--- src/rtl/core/tpio_pkg.sv ---
// ----------------------------------------------------------------------------
// tpio_pkg
// Shared types and codes for the trapped port I/O emulator: opcode and
// prefix bytes, emulated port numbers and the decode result bundle.
// ----------------------------------------------------------------------------
package tpio_pkg;

  localparam int DEF_PALETTE_BYTES = 768;

  // prefixes
  localparam logic [7:0] OP_OPSIZE   = 8'h66;
  localparam logic [7:0] OP_ADDRSIZE = 8'h67;

  // skipped privileged instructions
  localparam logic [7:0] OP_CLI      = 8'hFA;
  localparam logic [7:0] OP_STI      = 8'hFB;
  localparam logic [7:0] OP_POP_ES   = 8'h07;
  localparam logic [7:0] OP_POP_SS   = 8'h17;
  localparam logic [7:0] OP_POP_DS   = 8'h1F;
  localparam logic [7:0] OP_MOV_SREG = 8'h8E;
  localparam logic [7:0] OP_TWO_BYTE = 8'h0F;
  localparam logic [7:0] OP_POP_FS   = 8'hA1;
  localparam logic [7:0] OP_POP_GS   = 8'hA9;

  // port I/O
  localparam logic [7:0] OP_IN_IMM8   = 8'hE4;
  localparam logic [7:0] OP_IN_IMM16  = 8'hE5;
  localparam logic [7:0] OP_OUT_IMM8  = 8'hE6;
  localparam logic [7:0] OP_OUT_IMM16 = 8'hE7;
  localparam logic [7:0] OP_IN_DX8    = 8'hEC;
  localparam logic [7:0] OP_IN_DX16   = 8'hED;
  localparam logic [7:0] OP_OUT_DX8   = 8'hEE;
  localparam logic [7:0] OP_OUT_DX16  = 8'hEF;

  // emulated ports
  localparam logic [15:0] PORT_DAC_INDEX = 16'h03C8;
  localparam logic [15:0] PORT_DAC_DATA  = 16'h03C9;
  localparam logic [15:0] PORT_PIT_CH0   = 16'h0040;

  localparam logic [7:0] TOGGLE_MASK = 8'hFF;

  typedef struct packed {
    logic        handled;
    logic [3:0]  skip_length;
    logic        is_in;
    logic        is_out;
    logic        wide;
    logic [15:0] port;
  } tpio_dec_t;

endpackage

--- src/rtl/core/tpio_decode.sv ---
// ----------------------------------------------------------------------------
// tpio_decode
// Instruction length and class decode for one trapped instruction: skipped
// privileged forms with ModRM/SIB/displacement length, and in/out forms.
// ----------------------------------------------------------------------------
module tpio_decode (
  input  logic [7:0]            op_byte0,
  input  logic [7:0]            op_byte1,
  input  logic [7:0]            op_byte2,
  input  logic [15:0]           dx_port,
  output tpio_pkg::tpio_dec_t   dec
);
  import tpio_pkg::*;

  localparam logic [1:0] MOD_NODISP = 2'd0;
  localparam logic [1:0] MOD_DISP8  = 2'd1;
  localparam logic [1:0] MOD_DISP32 = 2'd2;
  localparam logic [1:0] MOD_REG    = 2'd3;
  localparam logic [2:0] RM_SIB     = 3'd4;
  localparam logic [2:0] RM_DISP32  = 3'd5;

  logic       pre;
  logic [7:0] q;
  logic [7:0] nxt;
  logic [1:0] mod_f;
  logic [2:0] rm_f;
  logic [3:0] skip;
  logic       wide;
  logic [7:0] op;
  logic [7:0] pnxt;
  logic       is_in;
  logic       is_out;
  logic       imm;
  logic [3:0] ilen;

  always_comb begin
    pre   = (op_byte0 == OP_OPSIZE) || (op_byte0 == OP_ADDRSIZE);
    q     = pre ? op_byte1 : op_byte0;
    nxt   = pre ? op_byte2 : op_byte1;
    mod_f = nxt[7:6];
    rm_f  = nxt[2:0];
    skip  = 4'd0;
    unique case (q) inside
      OP_CLI, OP_STI, OP_POP_ES, OP_POP_SS, OP_POP_DS: begin
        skip = {3'b000, pre} + 4'd1;
      end
      OP_MOV_SREG: begin
        skip = {3'b000, pre} + 4'd2;
        if (mod_f != MOD_REG) begin
          if (rm_f == RM_SIB) skip = skip + 4'd1;
          if (mod_f == MOD_DISP8) begin
            skip = skip + 4'd1;
          end else if (mod_f == MOD_DISP32) begin
            skip = skip + 4'd4;
          end else if (mod_f == MOD_NODISP && rm_f == RM_DISP32) begin
            skip = skip + 4'd4;
          end
        end
      end
      OP_TWO_BYTE: begin
        if (nxt == OP_POP_FS || nxt == OP_POP_GS) skip = {3'b000, pre} + 4'd2;
      end
      default: begin
        skip = 4'd0;
      end
    endcase

    // port i/o takes the operand-size prefix only
    wide   = (op_byte0 == OP_OPSIZE);
    op     = wide ? op_byte1 : op_byte0;
    pnxt   = wide ? op_byte2 : op_byte1;
    is_in  = 1'b0;
    is_out = 1'b0;
    imm    = 1'b0;
    unique case (op) inside
      OP_IN_IMM8, OP_IN_IMM16: begin
        is_in = 1'b1;
        imm   = 1'b1;
      end
      OP_OUT_IMM8, OP_OUT_IMM16: begin
        is_out = 1'b1;
        imm    = 1'b1;
      end
      OP_IN_DX8, OP_IN_DX16: begin
        is_in = 1'b1;
      end
      OP_OUT_DX8, OP_OUT_DX16: begin
        is_out = 1'b1;
      end
      default: begin
        is_in = 1'b0;
      end
    endcase
    ilen = {3'b000, wide} + 4'd1 + {3'b000, imm};

    dec.is_in       = (skip == 4'd0) && is_in;
    dec.is_out      = (skip == 4'd0) && is_out;
    dec.wide        = wide;
    dec.port        = imm ? {8'h00, pnxt} : dx_port;
    dec.handled     = (skip != 4'd0) || is_in || is_out;
    if (skip != 4'd0) begin
      dec.skip_length = skip;
    end else if (is_in || is_out) begin
      dec.skip_length = ilen;
    end else begin
      dec.skip_length = 4'd0;
    end
  end

endmodule
--- config.mk ---
export PLATFORM = sky130hd
export DESIGN_NAME = tpio_decode
export DESIGN_NICKNAME = d
export VERILOG_FILES = /design/src/rtl/core/tpio_pkg.sv /design/src/rtl/core/tpio_decode.sv
export SDC_FILE = /design/constraint.sdc
export NUM_CORES = 1
export LEC_CHECK = 0
export BUFFER_PORTS_ARGS = -buffer_cell sky130_fd_sc_hd__buf_2
export CORE_ASPECT_RATIO = 0.8
export CORE_MARGIN = 10
export CORE_UTILIZATION = 35
export DETAILED_ROUTE_END_ITERATION = 12
export GPL_ROUTABILITY_DRIVEN = 0
export PLACE_DENSITY = 0.71
export SYNTH_ARGS = -nofsm -noshare
export SYNTH_HDL_FRONTEND = slang
export SYNTH_SLANG_ARGS = --single-unit
--- constraint.sdc ---
create_clock -name vclk -period 3.3
set_clock_uncertainty 0.1 [all_clocks]
set_input_delay 0.495 -clock vclk [all_inputs]
set_output_delay 0.495 -clock vclk [all_outputs]
set_load 0.1 [all_outputs]
Word-level counts from Yosys, hierarchy flattened
Cells that the tools add are included.

Add/subtract/negate cells: 7. $mul: 0. Div/mod/pow operators: 0. Magnitude comparators: 0. Equal/unequal tests: 24. Shift-type cells: 0. Multiplexer cells: 19. Bitwise gates (word level): 0. Reduce and logical (&&, ||, !) cells: 15.

Operators by type and width (number): $eq 8x8->1 const B (13); $mux 4 (8); $mux 8 (4); $eq 8x5->1 const B (2); $eq 8x7->1 const B (2); $mux 16 (1); $pmux 4 s3 (1); $reduce_or 4->1 (3); $add 4x1->4 const B (2); $eq 8x3->1 const B (1); $eq 8x4->1 const B (1); $eq 3x3->1 const B (2); $mux 3 (2); $logic_or 1x1->1 (5); $reduce_or 5->1 (1); $add 1x1->2 const B (2); $add 4x3->4 const B (1); $logic_not 4->1 (1); $reduce_bool 4->1 (1); $add 1x2->3 const B (1); $add 2x1->3 (1); $logic_and 1x1->1 (3); $mux 1 (3); $eq 2x1->1 const B (1); other kinds (3) (3).

Flip-flop bits (word level): 0. Bits in latches: 0. RAM bits: 0. Memory bits (read-only): 0. Bits of input ports: 40. Output and inout bits: 24. Word-level logic and storage cells: 65. Memories kept: 0.

Logic depth before layout (Yosys ltp)
Gate-level depths: netlist of run 1.

Word-level depth: 16. Depth in mapped cells: 15. Mapped depth without buffers: 13.

Worst setup path after synthesis of run 1
OpenSTA, ideal clock, no wires.

Path kind: input to output. Start point: input port op_byte0[5]. End point: output port dec[20] (netlist bit). Data arrival time: 3.566 ns. Required time: 2.705 ns. Path slack: -0.861 ns. Stages on the path: 10. Buffers on the path: 3. Path through: clkbuf_2 and4_1 buf_2 and3_1 a22oi_2 a2111oi_4 buf_6 inv_1 ha_1 o221ai_1.

RTL lines: from (decl) (line tpio_decode.sv:7) `input logic [7:0] op_byte0,`; to (decl) (line tpio_decode.sv:11) `output tpio_pkg::tpio_dec_t dec`.

==> impl_metrics.ini, run 1 <==
[run_status]
status = finished, final reports clean

[sta]
fin_crit_ns = 3.25
timing.fmax_mhz = 307
setup_violations = 0
final-max-slew-violation-count = 0
timing_hold_violations_final = 0
timing.final.crit_share_pct = 98.6
rsz_0062_raised_after_global_routing = true
maxSlewHeadroom_pct = 62.3
tightest_slew_ns = 0.562

[finish]
seq_cell_area_um2 = 0
flow.area_growth_from_synthesis_pct = 111
stdcell_count = 272
n_sequential_cell = 0
layout-drive-gt1-share_pct = 56.4
clkbuf_count = 0
nNetsFinal = 279
insertedDiodeCount = 0

[routing]
wl_met3_um = 716
met1_length_um = 1950
detailroute.wirelength.met2_um = 2330
highest_layer = met4
drtIter0Drc = 123
ant_nets = 0
drc_errors = 0
via_per_inst = 6.00
routed-via-count = 1631
drt_wl_total_um = 5050
detailedRoute.firstPassIterationCount = 5
wire_per_inst_um = 18.6

[worst_setup_path]
required_ns = 2.70
critical_path_class = input port to output pin
worst_path_buf_inv = 3
worst_path_largest_cell_delay_ns = 0.44
worstPathArrival_ns = 2.66
worstPathMaxFanout = 6
critical_path.endpoint_type = output pin
path_cells = buf_8, or3_4, o21ai_4, nand2_2, inv_2, ha_4, nor3b_4, o211ai_1, a21oi_1, nor3_1, nand4_1, buf_12
cell_with_the_largest_stage_delay_on_the_worst_path = sky130_fd_sc_hd__or3_4
timing.critical_path.from_type = input port
cp_top_family = simple AND/OR/NAND/NOR gates

[synth]
synthesis.nets = 198
distinct_cell_type_count_after_synthesis = 56
syn-instance-count = 155
synth.yosys.seq_area_share_pct = 0
ys_top_cells_by_area = sky130_fd_sc_hd__nand2_1 (9.4%), sky130_fd_sc_hd__a31oi_1 (6.9%), sky130_fd_sc_hd__nor2_1 (6.0%), sky130_fd_sc_hd__nor2b_1 (4.4%), sky130_fd_sc_hd__ha_1 (3.8%)
netlist.top_cell.by_area = sky130_fd_sc_hd__nand2_1
syn-cell-area_um2 = 1000
synth.yosys.warnings = 0
syn_avg_cell_area_um2 = 6.45
synth.top_cell.area_share_pct = 9.39

[global_routing]
remaining_global_route_overflow = 0
first_global_vias = 1423
grt_max_degree = 25
globalRouteTotalUtil_pct = 15.5
first_pass_grt_wire_length_um = 7130
antenna_found_initial = 0

[placed_design]
port_buffers = 64
place.detailed.hpwl_um = 3960
placed_cells = 265

[min_path]
hold_end = dec[9]
hold_class = input port to output pin
min_delay_path_depth = 3
hp-start = dx_port[9]

[floorplan]
dieHeight_um = 67.8
std_cell_rows = 17
die_x_um = 79.8
core_um2 = 2740
start_util_pct = 36.4
num_io_pins = 64
die_area_um2 = 5410

[job]
drv.max_cap_violation_count = 0

[power]
ir_drop_mv = 0.0690
p_total_mw = 0.298
leakage_nw = 0.888
power_density_nw_per_um2 = 142
Yosys cell counts, drive strengths merged (3+ instances only):
master   instances
nand2           25
nor2            16
a31oi           11
inv              8
a21oi            7
buf              7
nor2b            7
nand4            5
and2b            4
nor3b            4
nor4             4
o21ai            4
a2111oi          3
ha               3
nor3             3
o211ai           3
logic make-up after synthesis:
logic type      synth area share (%)
xor+xnor                       0.876
fa+ha+maj                       3.76
simple gates                    49.6
compound gates                  35.3
buf+inv                         9.51
mux                             1.00
per-stage QoR:
stage | worst slack, ns | instance area [µm²] | TNS [ns] | utilization (%) | hold slack (ns)
detailed placement | -0.0175 | 1980 | -0.0175 | 72.2 | 1.26
finish | 0.0476 | 2100 | 0 | 76.7 | 1.26
global route | -0.117 | 2100 | -0.125 | 76.7 | 1.27
floorplan | -0.321 | 1240 | -0.580 | - | 1.09
global placement | 0.0468 | 1980 | 0 | 72.2 | 1.26
CTS | 0.00927 | 1990 | 0 | 72.5 | 1.26
cell usage in the layout, fill, tap and decap left out, types with 3 or more instances in the layout:
master / synthesis / layout
sky130_fd_sc_hd__a31oi_1: 11 / 3
sky130_fd_sc_hd__nand4_1: 5 / 5
sky130_fd_sc_hd__a21oi_1: 7 / 5
sky130_fd_sc_hd__a31oi_4: 0 / 8
sky130_fd_sc_hd__o211ai_1: 3 / 3
sky130_fd_sc_hd__nor4_1: 3 / 3
sky130_fd_sc_hd__inv_1: 7 / 5
sky130_fd_sc_hd__and2b_1: 4 / 4
sky130_fd_sc_hd__buf_4: 2 / 24
sky130_fd_sc_hd__nor2b_4: 0 / 3
sky130_fd_sc_hd__o21ai_0: 4 / 3
sky130_fd_sc_hd__nor2b_1: 7 / 3
sky130_fd_sc_hd__buf_2: 3 / 40
sky130_fd_sc_hd__nand2_1: 25 / 22
sky130_fd_sc_hd__inv_2: 1 / 3
sky130_fd_sc_hd__nor2_1: 16 / 14
sky130_fd_sc_hd__buf_12: 0 / 22
what timing repair did:
item / 4_1_cts / 5_1_grt
gates resized for setup: 0 / 19
pin swaps: 1 / 9
hold buffers: 0 / 0
gates cloned: 0 / 0
buffers inserted: 1 / 6
setup endpoints to repair: 1 / 2
per-layer routing:
layer	GRT usage, %	up-vias
li1	-	747
met1	20.2	739
met2	26.9	134
met3	3.58	11
met4	0.219	0
met5	0	-
report_power, final:
part           switching [mW]  internal [mW]
combinational           0.185          0.113
clock                       0              0
sequential                  0              0
total                   0.185          0.113
final cells by class:
type / instances / area, µm²
Multi-Input combinational cell: 137 / 1170
Timing Repair Buffer: 88 / 847
Fill cell: 190 / 639
Tap cell: 38 / 47.5
Inverter: 9 / 38.8
how the worst max path moves through the flow:
stage	start	endpoint	slack (ns)	cells after the start
2_1_floorplan	op_byte0[5]	dec[23]	-0.32	14
3_3_place_gp	op_byte0[4]	dec[23]	0.05	15
3_5_place_dp	op_byte0[7]	dec[19]	-0.02	11
4_1_cts	op_byte0[6]	dec[19]	0.009	15
5_1_grt	op_byte0[3]	dec[23]	-0.12	15
6_report	op_byte0[4]	dec[23]	0.05	12
No activity file was read; power rests on OpenSTA's default activity.
==> run 2, diff against run 1 <==
--- a/config.mk
+++ b/config.mk
@@ -5,6 +5,7 @@
 export SDC_FILE = /design/constraint.sdc
 export NUM_CORES = 1
 export LEC_CHECK = 0
+export ABC_AREA = 1
 export BUFFER_PORTS_ARGS = -buffer_cell sky130_fd_sc_hd__buf_2
 export CORE_ASPECT_RATIO = 0.8
 export CORE_MARGIN = 10
==> run 2 against run 1 <==
  * Die area increased by 2.3%
  * Critical endpoint is now dec[19]
  * Critical path type unchanged
  * First-iteration DRC count increased by 7.3%
  * Wire length decreased by 15%
  * Via count increased by 2.5%
  * Combinational power decreased by 13%
  * Non-clock buffer count decreased by 7
  * Largest cell class unchanged
  * Highest routed layer unchanged
  * Worst setup slack improved by 0.063 ns
  * Design area decreased by 11%
  * Area after synthesis increased by 3.1%
  * Total power decreased by 13%
  * Clock-buffer cell count unchanged
==> impl_metrics.ini, run 2 <==
[run_status]
status = finished, final reports clean

[worst_setup_path]
critical_path.endpoint_type = output pin
required_ns = 2.70
critical_path_class = input port to output pin
setup.worst_path.start = op_byte0[4]
timing.critical_path.from_type = input port
worstPathMaxFanout = 17
worstSetupEndpoint = dec[19]
worstPathArrival_ns = 2.59

[finish]
stdcell_count = 342
seq_cell_area_um2 = 0
multiInputGateArea_um2 = 923
layout-drive-gt1-share_pct = 35.5
n_sequential_cell = 0
clkbuf_count = 0
fillers = 243
nNetsFinal = 349
final_core_utilization_pct = 67.0
layout_common_cells = sky130_fd_sc_hd__nand2_1 (86), sky130_fd_sc_hd__buf_2 (46), sky130_fd_sc_hd__inv_1 (38)
insertedDiodeCount = 0
flow.area_growth_from_synthesis_pct = 80.9
final_common_cell = sky130_fd_sc_hd__nand2_1

[sta]
setup_violations = 0
timing.final.crit_share_pct = 96.7
fin_crit_ns = 3.19
maxSlewHeadroom_pct = 67.4
timing_hold_violations_final = 0
final.setup.tns_ns = 0
timing.fmax_mhz = 313
final-max-slew-violation-count = 0
tightest_slew_ns = 0.484

[cts]
cts_hold_buf = 0

[routing]
drtIter0Drc = 132
drt_wl_total_um = 4290
via_per_inst = 4.89
ant_nets = 0
wire_per_inst_um = 12.5
detailedRoute.firstPassIterationCount = 4
routed-via-count = 1672
drc_errors = 0

[synth]
synth.yosys.warnings = 0
synthesis.nets = 271
syn_avg_cell_area_um2 = 4.52
netlist.top_cell.by_area = sky130_fd_sc_hd__nand2_1
distinct_cell_type_count_after_synthesis = 25
syn-instance-count = 228
synth.yosys.seq_area_share_pct = 0
netlist_top_cells_count = sky130_fd_sc_hd__nand2_1 (89), sky130_fd_sc_hd__inv_1 (40), sky130_fd_sc_hd__nor2_1 (33)
syn-cell-area_um2 = 1030
ys_top_cells_by_area = sky130_fd_sc_hd__nand2_1 (32%), sky130_fd_sc_hd__inv_1 (15%), sky130_fd_sc_hd__nor2_1 (12%), sky130_fd_sc_hd__nand3_1 (9.7%), sky130_fd_sc_hd__o21ai_0 (8.3%)
post-synth-top-count-cell = sky130_fd_sc_hd__nand2_1
synth.top_cell.area_share_pct = 32.4

[job]
drv.max_cap_violation_count = 0

[global_routing]
first_global_vias = 1492
grt_max_degree = 18
first_pass_grt_wire_length_um = 6600
globalRouteTotalUtil_pct = 14.1
remaining_global_route_overflow = 0
antenna_found_initial = 0

[power]
clock_power_share_pct = 0
net_switching_share_of_the_total_power_pct = 67.4
power_density_nw_per_um2 = 138
power.sequential.fraction_pct = 0
ir_drop_mv = 0.0837
leakage_nw = 1.09
combPwrFrac_pct = 100.0
total_switching_power_mw = 0.174
power_report.internal_total_mw = 0.0842

[floorplan]
core_um2 = 2790
start_util_pct = 37.0
num_io_pins = 64
dieHeight_um = 68.5
die_area_um2 = 5530
die_x_um = 80.7
std_cell_rows = 17

[min_path]
hold_class = input port to output pin

[placed_design]
placed_cells = 331
port_buffers = 64
place.detailed.hpwl_um = 3560
==> run 2: cell count changes after synthesis, sizes merged, moves of 10 or more <==
| cell | before | now |
|---|---|---|
| a31oi | 11 | 1 |
| inv | 8 | 41 |
| nand2 | 25 | 91 |
| nand3 | 2 | 20 |
| nor2 | 16 | 36 |
| o21ai | 4 | 18 |
==> run 2: per-stage QoR <==
| step | cell area [µm²] | power, mW | worst slack (ns) | hold WS, ns |
|---|---|---|---|---|
| after global routing | 1870 | 0.274 | -0.0500 | 1.27 |
| after floorplan | 1100 | 0.158 | -0.677 | 1.12 |
| after global placement | 1760 | 0.249 | 0.0774 | 1.24 |
| after detailed placement | 1760 | 0.251 | 0.0122 | 1.24 |
| after CTS | 1760 | 0.251 | 0.00648 | 1.24 |
| final | 1870 | 0.258 | 0.110 | 1.24 |
==> run 2: power by group through the flow <==
| stage | clock (mW) | combinational [mW] | sequential (mW) |
|---|---|---|---|
| CTS | 0 | 0.251 | 0 |
| floorplan | 0 | 0.158 | 0 |
| detailed placement | 0 | 0.251 | 0 |
| global placement | 0 | 0.249 | 0 |
| global route | 0 | 0.274 | 0 |
| finish | 0 | 0.258 | 0 |
==> run 2: worst max-delay path: stages <==
cell and delay, ns:
sky130_fd_sc_hd__buf_2 0.10, sky130_fd_sc_hd__inv_1 0.08, sky130_fd_sc_hd__nand2_2 0.08, sky130_fd_sc_hd__nor2_4 0.16
sky130_fd_sc_hd__nand2_4 0.12, sky130_fd_sc_hd__buf_4 0.17, sky130_fd_sc_hd__nor2_8 0.12, sky130_fd_sc_hd__buf_4 0.20
sky130_fd_sc_hd__o31ai_1 0.13, sky130_fd_sc_hd__nand4_2 0.14, sky130_fd_sc_hd__nor2_4 0.06, sky130_fd_sc_hd__inv_4 0.10
sky130_fd_sc_hd__ha_4 0.21, sky130_fd_sc_hd__o21ai_1 0.21, sky130_fd_sc_hd__buf_12 0.21
==> run 2: routing by layer <==
metal	part of all wire (%)	routed length, µm	global-route usage [%]
met3	11	489	3.10
met1	41	1750	17.7
met4	0.49	21	1.08
met2	47	2020	25.2
met5	0	0	0
==> run 2: area by class of cell <==
type / count / share of cell area (%)
multi-input cells: 182 / 49.5
repair buffers: 81 / 38.9
inverters: 41 / 9.05
well taps: 38 / 2.55
==> run 2: how the worst min path moves through the flow <==
| stage | slack [ns] | startpoint | cells after the start | end |
|---|---|---|---|---|
| 3_5_place_dp | 1.24 | dx_port[10] | 4 | dec[10] |
| 4_1_cts | 1.24 | dx_port[10] | 4 | dec[10] |
| 3_3_place_gp | 1.24 | dx_port[10] | 4 | dec[10] |
| 2_1_floorplan | 1.12 | dx_port[10] | 2 | dec[10] |
| 5_1_grt | 1.27 | dx_port[11] | 4 | dec[11] |
| 6_report | 1.24 | dx_port[10] | 4 | dec[10] |
==> run 2: repair_timing <==
action | in CTS | in global routing
endpoints found under the setup margin | 0 | 5
hold endpoints to repair | 0 | 0
gates resized for setup | 0 | 9
setup buffers | 0 | 11
==> run 2: cells by family (layout without fill, tap and decap cells) <==
| kind of cell | count (synthesis) | count (layout) | share of synthesized area (%) |
|---|---|---|---|
| adders and majority gates | 3 | 3 | 3.64 |
| and+or+nand+nor | 155 | 155 | 65.4 |
| AOI/OAI and AO/OA | 24 | 24 | 12.9 |
| buffers and inverters | 46 | 122 | 18.1 |
==> run 3, diff against run 2 <==
--- a/config.mk
+++ b/config.mk
@@ -8,7 +8,7 @@
 export ABC_AREA = 1
 export BUFFER_PORTS_ARGS = -buffer_cell sky130_fd_sc_hd__buf_2
 export CORE_ASPECT_RATIO = 0.8
-export CORE_MARGIN = 10
+export CORE_MARGIN = 1.5
 export CORE_UTILIZATION = 35
 export DETAILED_ROUTE_END_ITERATION = 12
 export GPL_ROUTABILITY_DRIVEN = 0
==> run 3 against run 2 <==
  * Wire length decreased by 4.4%
  * First-iteration DRC count decreased by 49%
  * Sequential cell count unchanged
  * Combinational power increased by 7%
  * Global-route usage increased by 10 points
  * Sequential share of layout area unchanged
  * Die area decreased by 41%
  * Via count increased by 1.8%
  * Non-clock buffer count decreased by 1
  * Clock-buffer cell count unchanged
==> impl_metrics.ini, run 3 (synthesized netlist as in run 2, its figures left out) <==
[run_status]
status = finished, final reports clean

[finish]
seq_cell_area_um2 = 0
nNetsFinal = 348
flow.area_growth_from_synthesis_pct = 89.8
clkbuf_count = 0
layout_common_cells = sky130_fd_sc_hd__nand2_1 (85), sky130_fd_sc_hd__buf_2 (41), sky130_fd_sc_hd__inv_1 (34)
final_common_cell = sky130_fd_sc_hd__nand2_1
layout-drive-gt1-share_pct = 37.6
n_sequential_cell = 0
insertedDiodeCount = 0

[routing]
met1_length_um = 1640
ant_nets = 0
wl_met3_um = 399
drtIter0Drc = 67
routed-via-count = 1702
via_per_inst = 4.99
highest_layer = met4
wire_per_inst_um = 12.0
drt_wl_total_um = 4100
detailedRoute.firstPassIterationCount = 5
detailroute.wirelength.met2_um = 2020
drc_errors = 0

[floorplan]
num_io_pins = 64
die_area_um2 = 3280
start_util_pct = 37.0
dieHeight_um = 51.5
std_cell_rows = 17
core_um2 = 2790
die_x_um = 63.7

[worst_setup_path]
path_cells = buf_2, inv_1, nand2_1, nor2_4, buf_6, nand3b_1, nand2_2, nand3_4, ha_1, nand2_1, o21ai_0, nor2_1, nor2_1, nor2_1, nand2_1, inv_1, nand3_1, buf_12
setup.worst_path.start = op_byte0[4]
timing.critical_path.depth = 18
worst_path_largest_cell_delay_ns = 0.32
worstPathArrival_ns = 2.54
worstPathMaxFanout = 6
worstSetupEndpoint = dec[23]
timing.critical_path.from_type = input port
required_ns = 2.70
worst_path_buf_inv = 5
critical_path.endpoint_type = output pin
critical_path_class = input port to output pin
cell_with_the_largest_stage_delay_on_the_worst_path = sky130_fd_sc_hd__ha_1
cp_top_family = simple AND/OR/NAND/NOR gates

[global_routing]
first_global_vias = 1572
globalRouteTotalUtil_pct = 24.4
first_pass_grt_wire_length_um = 6620
grt_max_degree = 18
antenna_found_initial = 0
remaining_global_route_overflow = 0

[min_path]
hold_class = input port to output pin
hp-start = dx_port[14]

[placed_design]
port_buffers = 64
place.detailed.hpwl_um = 3330

[power]
leakage_nw = 1.12
p_total_mw = 0.276
ir_drop_mv = 0.0922
power_density_nw_per_um2 = 141

[sta]
timing_hold_violations_final = 0
maxSlewHeadroom_pct = 68.4
final-max-slew-violation-count = 0
fin_crit_ns = 3.13
timing.fmax_mhz = 319
tightest_slew_ns = 0.470
setup_violations = 0
timing.final.crit_share_pct = 94.9
hold_ws_ns = 1.24

[cts]
cts_hold_buf = 0

[job]
drv.max_cap_violation_count = 0
-- run 3: cell types whose count changed in the layout (fill, tap and decap cells not counted), moves of 2 or more --
cell                     before  now
sky130_fd_sc_hd__buf_4       15   13
sky130_fd_sc_hd__inv_2        1    5
sky130_fd_sc_hd__inv_1       38   34
sky130_fd_sc_hd__buf_2       46   41
sky130_fd_sc_hd__buf_12      18   23
-- run 3: metrics by stage --
stage	TNS, ns	utilization (%)	setup slack, ns	instance area [µm²]	instances
3_3_place_gp	0	67.0	0.137	1870	336
2_1_floorplan	-1.58	-	-0.677	1100	228
6_report	0	70.2	0.169	1960	341
3_5_place_dp	0	67.0	0.0474	1870	336
4_1_cts	0	67.0	0.0391	1870	336
5_1_grt	-0.0276	70.2	-0.0276	1960	341
-- run 3: layout make-up --
type                            count  area, µm²
Tap cell                           38       47.5
Multi-Input combinational cell    182        942
Fill cell                         274        830
Timing Repair Buffer               80        798
Inverter                           41        169
-- run 3: report_power, final --
group	internal [mW]	switching [mW]	total (mW)
clock	0	0	0
combinational	0.0982	0.178	0.276
sequential	0	0	0
total	0.0982	0.178	0.276
-- run 3: per-layer routing --
metal  track usage, %  vias up
met4             1.81        0
met1             30.8      741
met3             1.95        4
met2             47.4      103
met5                0        -
li1                 -      854
-- run 3: how the worst min path moves through the flow --
stage | endpoint | depth (start not counted)
finish | dec[14] | 4
global route | dec[11] | 4
CTS | dec[14] | 4
detailed placement | dec[11] | 4
global placement | dec[11] | 4
floorplan | dec[10] | 2
-- run 3: repair_timing --
item	4_1_cts	5_1_grt
gates resized for setup	0	18
buffers inserted	0	5
endpoints found under the setup margin	0	3
